## src/rtl/pva_pkg.sv

```systemverilog
// pva_pkg: shared types, codes and sizes of the voice allocator
// no dependencies
`timescale 1ns / 1ps

package pva_pkg;

	localparam int NUM_VOICES = 16;
	localparam int AGE_BITS   = 16;

	localparam int IDX_W   = (NUM_VOICES > 1) ? $clog2(NUM_VOICES) : 1;
	localparam int CNT_W   = $clog2(NUM_VOICES + 1);
	localparam int PITCH_W = 16;
	localparam int FIN_W   = 4;
	localparam int VC_W    = 5;
	localparam int VOICE_W = 4;
	localparam int MASK_W  = 16;
	localparam int STAT_W  = 3;
	localparam int OP_W    = 2;

	// stream payload widths
	localparam int S_DATA_W = 24;
	localparam int M_DATA_W = 24;

	// apb
	localparam int ADDR_W = 4;
	localparam int DATA_W = 32;

	typedef enum logic [OP_W-1:0] {
		OP_NOTE_ON  = 2'd0,
		OP_NOTE_OFF = 2'd1,
		OP_FINISHED = 2'd2,
		OP_UNUSED   = 2'd3
	} op_t;

	typedef enum logic [STAT_W-1:0] {
		STAT_IGNORED  = 3'd0,
		STAT_FREE     = 3'd1,
		STAT_RETRIG   = 3'd2,
		STAT_STOLEN   = 3'd3,
		STAT_RELEASED = 3'd4,
		STAT_FIN_ACK  = 3'd5
	} stat_t;

	typedef enum logic [1:0] {
		REG_POLYPHONY = 2'd0,
		REG_RETRIGGER = 2'd1,
		REG_ONCE_MODE = 2'd2
	} reg_idx_t;

	typedef struct packed {
		logic [PITCH_W-1:0]  pitch;
		logic [AGE_BITS-1:0] age;
	} voice_entry_t;

endpackage

```

## src/rtl/polyphonic_voice_allocator.sv

```systemverilog
// polyphonic_voice_allocator: top level, voice table memory and scan sequencer
// depends on pva_pkg
`timescale 1ns / 1ps

// Voice allocator. Every note event is one beat on the s_ side and gives exactly one
// result beat on the m_ side. Pitch and age of each voice live in a one-port-write,
// registered-read table; the active bits sit in flops. A note-on or note-off walks the
// enabled voices one per cycle through that table: the reads, one read-latency stage,
// the close of the scan, for a note-on the final write of the chosen voice, then the
// result load; voice-finished, ignored and zero-voice note-on beats go straight to the
// result load. After the result load the block returns to idle and takes the next
// beat. The result sits in an output register, so a new beat is taken while the
// previous result still waits on m_tready. The user must write configuration through
// the APB port only while no beat is in flight; the block itself does not enforce it.
// Raising the polyphony register clears the active bits of the newly enabled voices in
// the same cycle. There is no clearing pass: voices whose pitch was never written
// compare as pitch zero, as after reset.
module polyphonic_voice_allocator (
	input  logic                        clk,
	input  logic                        arst_n,
	// input stream
	input  logic                        s_tvalid,
	output logic                        s_tready,
	input  logic [pva_pkg::S_DATA_W-1:0] s_tdata,  // [15:0] pitch, [19:16] finished_voice
	input  logic [pva_pkg::OP_W-1:0]    s_tuser,   // [1:0] operation
	// result stream
	output logic                        m_tvalid,
	input  logic                        m_tready,
	output logic [pva_pkg::M_DATA_W-1:0] m_tdata,  // [3:0] voice, [19:4] release_mask,
	                                               // [20] immediate_stop
	output logic [pva_pkg::STAT_W-1:0]  m_tuser,   // [2:0] status
	// configuration
	input  logic                        psel,
	input  logic                        penable,
	input  logic                        pwrite,
	input  logic [pva_pkg::ADDR_W-1:0]  paddr,
	input  logic [pva_pkg::DATA_W-1:0]  pwdata,
	output logic [pva_pkg::DATA_W-1:0]  prdata,
	output logic                        pready
);
	import pva_pkg::*;

	typedef enum logic [1:0] {
		ST_IDLE,
		ST_SCAN,
		ST_FINAL,
		ST_DONE
	} state_t;

	state_t state_q;

	// configuration registers
	logic [VC_W-1:0] polyphony_q;
	logic            retrig_q;
	logic            once_q;

	// per-voice flags
	logic [NUM_VOICES-1:0] active_q;
	logic [NUM_VOICES-1:0] written_q;   // pitch entry ever written

	// latched beat
	op_t                op_q;
	logic [PITCH_W-1:0] pitch_q;
	logic [FIN_W-1:0]   fin_q;

	// scan pipeline
	logic [CNT_W-1:0] rd_idx_q;
	logic             valid_s1;
	logic [IDX_W-1:0] idx_s1;

	// scan results
	logic             match_hit_q, free_hit_q;
	logic [IDX_W-1:0] match_q, free_q, oldest_q;
	logic [AGE_BITS-1:0] oldest_age_q;
	logic [NUM_VOICES-1:0] mask_q;

	// result being built and output register
	stat_t            res_stat_q;
	logic [IDX_W-1:0] res_voice_q;
	logic             res_imm_q;
	logic             out_valid_q;
	stat_t            out_stat_q;
	logic [VOICE_W-1:0] out_voice_q;
	logic [MASK_W-1:0]  out_mask_q;
	logic             out_imm_q;

	// voice table
	voice_entry_t vmem [NUM_VOICES];
	voice_entry_t rdata_q;
	logic         mem_we;
	logic [IDX_W-1:0] mem_waddr;
	voice_entry_t mem_wdata;
	logic [IDX_W-1:0] mem_raddr;

	// input fields
	logic [PITCH_W-1:0] in_pitch;
	logic [FIN_W-1:0]   in_fin;
	op_t                in_op;
	assign in_pitch = s_tdata[15:0];
	assign in_fin   = s_tdata[19:16];
	assign in_op    = op_t'(s_tuser);

	// effective voice count
	logic [CNT_W-1:0] n_eff;
	assign n_eff = (int'(polyphony_q) < NUM_VOICES) ? CNT_W'(polyphony_q)
	                                                : CNT_W'(NUM_VOICES);

	logic s_fire, cfg_wr, issue, scan_end;
	assign s_tready = (state_q == ST_IDLE);
	assign s_fire   = s_tvalid && s_tready;
	assign pready   = 1'b1;
	assign cfg_wr   = psel && penable && pwrite && pready;
	assign issue    = (state_q == ST_SCAN) && (rd_idx_q < n_eff);
	assign scan_end = (state_q == ST_SCAN) && !issue && !valid_s1;

	// stage 1: entry read back, never-written pitch reads as zero
	logic [PITCH_W-1:0]  pitch_eff;
	logic [AGE_BITS-1:0] age_new;
	logic                act_s1, pitch_eq;
	assign pitch_eff = written_q[idx_s1] ? rdata_q.pitch : '0;
	assign act_s1    = active_q[idx_s1];
	assign age_new   = (rdata_q.age == {AGE_BITS{1'b1}}) ? rdata_q.age
	                                                     : rdata_q.age + 1'b1;
	assign pitch_eq  = (pitch_eff == pitch_q);

	// finished index, widened or narrowed to the voice index
	logic [IDX_W+FIN_W-1:0] fin_ext;
	logic [IDX_W-1:0]       fin_idx;
	assign fin_ext = {{IDX_W{1'b0}}, fin_q};
	assign fin_idx = fin_ext[IDX_W-1:0];

	// choice at end of note-on scan
	logic [IDX_W-1:0] chosen;
	stat_t            chosen_stat;
	always_comb begin
		if (match_hit_q) begin
			chosen      = match_q;
			chosen_stat = STAT_RETRIG;
		end else if (free_hit_q) begin
			chosen      = free_q;
			chosen_stat = STAT_FREE;
		end else begin
			chosen      = oldest_q;
			chosen_stat = STAT_STOLEN;
		end
	end

	// table write port: aged entries during scan, then the chosen voice
	always_comb begin
		mem_we    = 1'b0;
		mem_waddr = idx_s1;
		mem_wdata = '{pitch: rdata_q.pitch, age: age_new};
		if (state_q == ST_SCAN && valid_s1 && op_q == OP_NOTE_ON && act_s1) begin
			mem_we = 1'b1;
		end else if (state_q == ST_FINAL) begin
			mem_we    = 1'b1;
			mem_waddr = chosen;
			mem_wdata = '{pitch: pitch_q, age: '0};
		end
	end
	assign mem_raddr = rd_idx_q[IDX_W-1:0];

	always_ff @(posedge clk) begin
		if (mem_we) begin
			vmem[mem_waddr] <= mem_wdata;
		end
		rdata_q <= vmem[mem_raddr];
	end

	// raising the voice count clears the newly enabled voices
	logic [CNT_W-1:0] n_new;
	logic [NUM_VOICES-1:0] clr_mask;
	always_comb begin
		n_new = (int'(pwdata[VC_W-1:0]) < NUM_VOICES) ? CNT_W'(pwdata[VC_W-1:0])
		                                             : CNT_W'(NUM_VOICES);
		for (int i = 0; i < NUM_VOICES; i++) begin
			clr_mask[i] = (i >= int'(n_eff)) && (i < int'(n_new));
		end
	end

	// result widening or truncation to the port widths
	logic [IDX_W+VOICE_W-1:0]     voice_ext;
	logic [NUM_VOICES+MASK_W-1:0] mask_ext;
	assign voice_ext = {{VOICE_W{1'b0}}, res_voice_q};
	assign mask_ext  = {{MASK_W{1'b0}}, mask_q};

	always_ff @(posedge clk or negedge arst_n) begin
		if (!arst_n) begin
			state_q       <= ST_IDLE;
			polyphony_q   <= VC_W'(8);
			retrig_q      <= 1'b0;
			once_q        <= 1'b0;
			active_q      <= '0;
			written_q     <= '0;
			op_q          <= OP_NOTE_ON;
			pitch_q       <= '0;
			fin_q         <= '0;
			rd_idx_q      <= '0;
			valid_s1      <= 1'b0;
			idx_s1        <= '0;
			match_hit_q   <= 1'b0;
			free_hit_q    <= 1'b0;
			match_q       <= '0;
			free_q        <= '0;
			oldest_q      <= '0;
			oldest_age_q  <= '0;
			mask_q        <= '0;
			res_stat_q    <= STAT_IGNORED;
			res_voice_q   <= '0;
			res_imm_q     <= 1'b0;
			out_valid_q   <= 1'b0;
			out_stat_q    <= STAT_IGNORED;
			out_voice_q   <= '0;
			out_mask_q    <= '0;
			out_imm_q     <= 1'b0;
		end else begin
			// the done state reloads the output register itself
			if (out_valid_q && m_tready && state_q != ST_DONE) begin
				out_valid_q <= 1'b0;
			end

			// configuration; the user writes it only while idle, the block does not enforce it
			if (cfg_wr) begin
				case (paddr[3:2])
					REG_POLYPHONY: begin
						polyphony_q <= pwdata[VC_W-1:0];
						active_q    <= active_q & ~clr_mask;
					end
					REG_RETRIGGER: retrig_q <= pwdata[0];
					REG_ONCE_MODE: once_q   <= pwdata[0];
					default: ;
				endcase
			end

			case (state_q)
				ST_IDLE: begin
					if (s_fire) begin
						op_q        <= in_op;
						pitch_q     <= in_pitch;
						fin_q       <= in_fin;
						rd_idx_q    <= '0;
						valid_s1    <= 1'b0;
						match_hit_q <= 1'b0;
						free_hit_q  <= 1'b0;
						oldest_q    <= '0;
						oldest_age_q <= '0;
						mask_q      <= '0;
						// only an in-range finish is acknowledged
						res_stat_q  <= (in_op == OP_FINISHED && int'(in_fin) < NUM_VOICES)
						               ? STAT_FIN_ACK : STAT_IGNORED;
						res_voice_q <= '0;
						res_imm_q   <= 1'b0;
						case (in_op)
							OP_NOTE_ON: begin
								state_q <= (n_eff != '0) ? ST_SCAN : ST_DONE;
							end
							OP_NOTE_OFF: begin
								state_q <= ST_SCAN;
							end
							OP_FINISHED: begin
								state_q <= ST_DONE;
							end
							default: state_q <= ST_DONE;
						endcase
					end
				end
				ST_SCAN: begin
					valid_s1 <= issue;
					idx_s1   <= rd_idx_q[IDX_W-1:0];
					if (issue) begin
						rd_idx_q <= rd_idx_q + 1'b1;
					end
					if (valid_s1) begin
						if (op_q == OP_NOTE_ON) begin
							if (retrig_q && pitch_eq) begin
								match_hit_q <= 1'b1;
								match_q     <= idx_s1;
							end
							if (act_s1) begin
								// first active age seeds the running maximum
								if (idx_s1 == '0 || age_new > oldest_age_q) begin
									oldest_q     <= idx_s1;
									oldest_age_q <= age_new;
								end
							end else if (!free_hit_q) begin
								free_hit_q <= 1'b1;
								free_q     <= idx_s1;
							end
						end else begin
							mask_q[idx_s1] <= act_s1 && pitch_eq;
						end
					end
					if (scan_end) begin
						if (op_q == OP_NOTE_ON) begin
							state_q <= ST_FINAL;
						end else begin
							res_stat_q <= STAT_RELEASED;
							res_imm_q  <= once_q;
							state_q    <= ST_DONE;
						end
					end
				end
				ST_FINAL: begin
					active_q[chosen]  <= 1'b1;
					written_q[chosen] <= 1'b1;
					res_stat_q        <= chosen_stat;
					res_voice_q       <= chosen;
					state_q           <= ST_DONE;
				end
				ST_DONE: begin
					if (op_q == OP_FINISHED && res_stat_q == STAT_FIN_ACK) begin
						active_q[fin_idx] <= 1'b0;
					end
					if (!out_valid_q || m_tready) begin
						out_valid_q <= 1'b1;
						out_stat_q  <= res_stat_q;
						out_voice_q <= voice_ext[VOICE_W-1:0];
						out_mask_q  <= mask_ext[MASK_W-1:0];
						out_imm_q   <= res_imm_q;
						state_q     <= ST_IDLE;
					end
				end
				default: state_q <= ST_IDLE;
			endcase
		end
	end

	// finished clear repeats every cycle the done state waits for the output,
	// which leaves the same bit cleared

	assign m_tvalid = out_valid_q;
	assign m_tuser  = out_stat_q;
	assign m_tdata  = {3'b000, out_imm_q, out_mask_q, out_voice_q};

	always_comb begin
		case (paddr[3:2])
			REG_POLYPHONY: prdata = {{(DATA_W-VC_W){1'b0}}, polyphony_q};
			REG_RETRIGGER: prdata = {{(DATA_W-1){1'b0}}, retrig_q};
			REG_ONCE_MODE: prdata = {{(DATA_W-1){1'b0}}, once_q};
			default:       prdata = '0;
		endcase
	end

	// no scan beat left in flight once a new beat can be taken
	a_idle_clean: assert property (@(posedge clk) disable iff (!arst_n)
		s_tready |-> !valid_s1)
		else $error("scan stage still valid while idle");

	// aging write never lands on the entry being read in the same cycle
	a_no_rw_clash: assert property (@(posedge clk) disable iff (!arst_n)
		(mem_we && issue) |-> (mem_waddr != mem_raddr))
		else $error("table read and write hit the same voice");

	// the chosen voice is active right after the final write
	a_chosen_active: assert property (@(posedge clk) disable iff (!arst_n)
		(state_q == ST_FINAL) |=> active_q[$past(chosen)])
		else $error("chosen voice not activated");

	// the final step always leads to the done state with an allocation status
	a_final_to_done: assert property (@(posedge clk) disable iff (!arst_n)
		(state_q == ST_FINAL) |=> (state_q == ST_DONE)
			&& (res_stat_q == STAT_FREE || res_stat_q == STAT_RETRIG
			|| res_stat_q == STAT_STOLEN))
		else $error("note-on did not produce an allocation status");

endmodule

```

## config.mk

```make
export PLATFORM = sky130hd
export DESIGN_NAME = polyphonic_voice_allocator
export DESIGN_NICKNAME = d
export VERILOG_FILES = /design/src/rtl/pva_pkg.sv /design/src/rtl/polyphonic_voice_allocator.sv
export SDC_FILE = /design/constraint.sdc
export NUM_CORES = 1
export LEC_CHECK = 0
export BUFFER_PORTS_ARGS = -buffer_cell sky130_fd_sc_hd__buf_4
export CORE_UTILIZATION = 40
export CTS_BUF_LIST = sky130_fd_sc_hd__clkbuf_8
export DETAILED_ROUTE_END_ITERATION = 8
export PLACE_DENSITY = 0.6
export SLEW_MARGIN = 10
export SYNTH_ARGS = -nofsm -noshare
export SYNTH_HDL_FRONTEND = slang
export SYNTH_SLANG_ARGS = --single-unit
```

## constraint.sdc

```tcl
create_clock -name clk -period 7.4 [get_ports clk]
set_input_delay 1.11 -clock clk [delete_from_list [all_inputs] [get_ports clk]]
set_output_delay 1.11 -clock clk [all_outputs]
set_load 0.1 [all_outputs]
```

==> flow_summary.yaml <==
worst_setup_path:
  worstSetupPathType: "reg -> reg"
  r2r_cells: 7
  crit_fanout: 23
  r2r_slack_ps: 2570
  r2r_end: "vmem[12][25]$_DFFE_PP_"
  startpoint: "idx_s1[1]$_DFFE_PN0P_"
  critical_path_required_ps: 7780
  worstSetupEndpointType: "flop"
  timing.rr.start: "idx_s1[1]$_DFFE_PN0P_"
  startpoint_type: "flop"
  cp.arrival_ps: 5220
  worstSetupEndpoint: "vmem[12][25]$_DFFE_PP_"
min_path:
  hold_path_class: "reg -> reg"
placement:
  gp_congestion: 0.834
  place_inst: 2670
  port_buffers: 66
  hpwl_mm: 38.0
detailed_routing:
  via_per_inst: 5.49
  drc: 0
  firstDrtPassIters: 7
  ant_nets: 0
  drt_iter0_drc: 1355
  postRouteWirelength_mm: 65.1
  vias: 15823
  wl_per_cell_um: 22.6
layout:
  final_nets: 1928
  post-route-util_pct: 45.9
  layout-drive-gt1-share_pct: 27.9
  final_cell_mix: "edfxtp_1 (512), mux4_2 (167), dfrtp_1 (147), clkbuf_8 (131), nand2_1 (102)"
  stdcell_count: 2882
  areaGrowthSynthToFinish_pct: 13.8
  final_common_cell: "edfxtp_1"
global_routing:
  grt_pass1_vias: 16102
  grt_util_all_layers_pct: 18.1
  grt_max_degree: 93
  antenna_found_initial: 1
  gr-total-overflow: 0
  grt_pass1_wl_mm: 99.8
sta:
  fin_tns_setup_ps: 0
  holdWs_ps: 458
  setup_viol: 0
  slew_violations: 0
  period_minus_slack_ps: 4830
  rsz0062_at_grt: "false"
  hold_viol: 0
  finClkSkew_ps: 47.8
  fmax_mhz: 207
  slew_headroom_pct: 20.7
  fin_crit_sh_pct: 65.3
  worst_pin_slew_ps: 1190
synthesis:
  synth.ff_latch_count: 696
  async_flop_share_pct: 21.8
  synth_edf_count: 512
  synth.avg_cell_area_um2: 16.9
  netlist_area_mm2: 0.0289
  ys_types: 59
  syn_inst: 1709
  yosysSeqAreaShare_pct: 68.7
  synth_flop_cell: "edfxtp_1"
  yosysWarnings: 0
floorplan:
  die_x_um: 271
  dieArea_mm2: 0.0732
  rows: 98
  core-area_mm2: 0.0715
  io_pins: 131
  die_h_um: 271
  initial_core_util_pct: 40.4
clock_tree:
  hold_buffers: 0
  post_cts_buffers: 0
  cts_htree_levels: 3
  postCtsResizedCells: 0
  clk_latency_ps: 720
  numCtsBuffers: 111
  cts_tree: "yes"
  cts.sinks: 696
  cts_buffer_depth: 3
  clock-root-buffer: "clkbuf_8"
  clkTransAtPathRegs_ps: 60
power:
  ir_drop_mv: 0.291
  p_per_area_mw_per_mm2: 399
  p_leak_nw: 11.7
job:
  cap_violations: 0
outcome:
  status: "finished clean"
state kept, by name, indices dropped and copies added (netlist names), 3 cells and up:
register      count
out_mask_q       16
free_q            4
vmem            512
m_tuser           3
active_q         16
rdata_q          32
rd_idx_q          5
oldest_age_q     16
match_q           4
pitch_q          16
written_q        16
res_voice_q       4
fin_idx           4
res_stat_q        3
out_voice_q       4
oldest_q          4
mask_q           16
polyphony_q       5
idx_s1            4
routing by layer:
metal / up-vias / part of all wire, % / track usage, % / wire length (um)
met3: 125 / 5.9 / 3.51 / 3840
li1: 6899 / - / - / -
met1: 8269 / 44 / 25.2 / 28600
met2: 530 / 48 / 28.5 / 31000
met4: 0 / 2.7 / 5.99 / 1750
met5: - / 0 / 0 / 0
synth_stat cells (all sizes together) (4+ instances only):
| cell | number | area [um^2] |
|---|---|---|
| nor3 | 15 | 75.1 |
| nand3 | 43 | 215 |
| nand3b | 4 | 30.0 |
| nand2b | 20 | 125 |
| edfxtp | 512 | 15400 |
| or3 | 15 | 93.8 |
| a21oi | 28 | 140 |
| inv | 40 | 150 |
| and2 | 10 | 62.6 |
| a21o | 18 | 135 |
| xor2 | 7 | 61.3 |
| or2 | 6 | 37.5 |
| o21ai | 61 | 305 |
| dfxtp | 32 | 641 |
| o211ai | 12 | 90.1 |
| nand4 | 5 | 31.3 |
| ha | 26 | 325 |
| nand2 | 102 | 383 |
| and3 | 10 | 62.6 |
| clkbuf | 56 | 210 |
| o31ai | 20 | 150 |
| nor2 | 85 | 319 |
| dfrtp | 151 | 3780 |
| a22oi | 20 | 150 |
| a211o | 5 | 43.8 |
| a32o | 6 | 60.1 |
| nor2b | 12 | 75.1 |
| nor3b | 8 | 60.1 |
| mux2 | 82 | 923 |
| mux2i | 14 | 140 |
| mux4 | 167 | 3760 |
| xnor2 | 14 | 123 |
| o21a | 6 | 45.0 |
| buf | 62 | 382 |
| o22ai | 5 | 31.3 |
cell type report:
type,instances,area (um^2)
antenna,1,2.50
clock buffer,131,1800
clock inverter,80,556
fill,6150,38600
inverter,40,150
multi-input combinational,884,8540
sequential,696,19800
tap,950,1190
timing repair buffer,100,767
cell families (layout without fill, tap and decap cells):
family                   Yosys count  in the layout  share of synthesized area (%)
flip-flops                       696            696                           68.7
AND/OR/NAND/NOR                  344            344                           5.71
multiplexers                     263            263                           16.7
AO/OA/AOI/OAI                    199            199                           4.56
buffers and inverters            158            351                           2.57
adder cells (fa/ha/maj)           26             26                           1.13
XOR/XNOR                          21             21                          0.637
other                              2             32                         0.0260
through the flow:
step / total power, W / worst slack [ps] / instance area [um^2]
detailed placement: 0.00982 / 2500 / 30500
CTS: 0.0132 / 2490 / 32800
finish: 0.0131 / 2570 / 32800
floorplan: 0.00858 / 2960 / 29000
global route: 0.0138 / 2320 / 32800
global placement: 0.00969 / 2600 / 30500
worst min path at each step:
stage                              startpoint                           end  slack, ps  cells after the start
floorplan           written_q[15]$_DFFE_PN0P_     written_q[15]$_DFFE_PN0P_        420                      1
detailed placement   written_q[6]$_DFFE_PN0P_      written_q[6]$_DFFE_PN0P_        440                      1
global placement    written_q[15]$_DFFE_PN0P_     written_q[15]$_DFFE_PN0P_        430                      1
global route        written_q[12]$_DFFE_PN0P_     written_q[12]$_DFFE_PN0P_        470                      1
CTS                                    arst_n  oldest_age_q[12]$_DFFE_PN0P_        450                      1
finish               written_q[6]$_DFFE_PN0P_      written_q[6]$_DFFE_PN0P_        460                      1
where the power goes:
group	switching [W]	internal, W
registers	0.000409	0.00533
clock network	0.00154	0.00187
logic	0.00241	0.00155
total	0.00436	0.00875
worst max-delay path: stages (launching register included):
cell and delay, ps:
dfrtp_1 880, mux4_2 430, mux4_2 590, nand2_1 250, and2_2 570, a21oi_1 420, nor2_4 900, buf_4 440
Note: power is estimated with default switching activity, not from simulation.
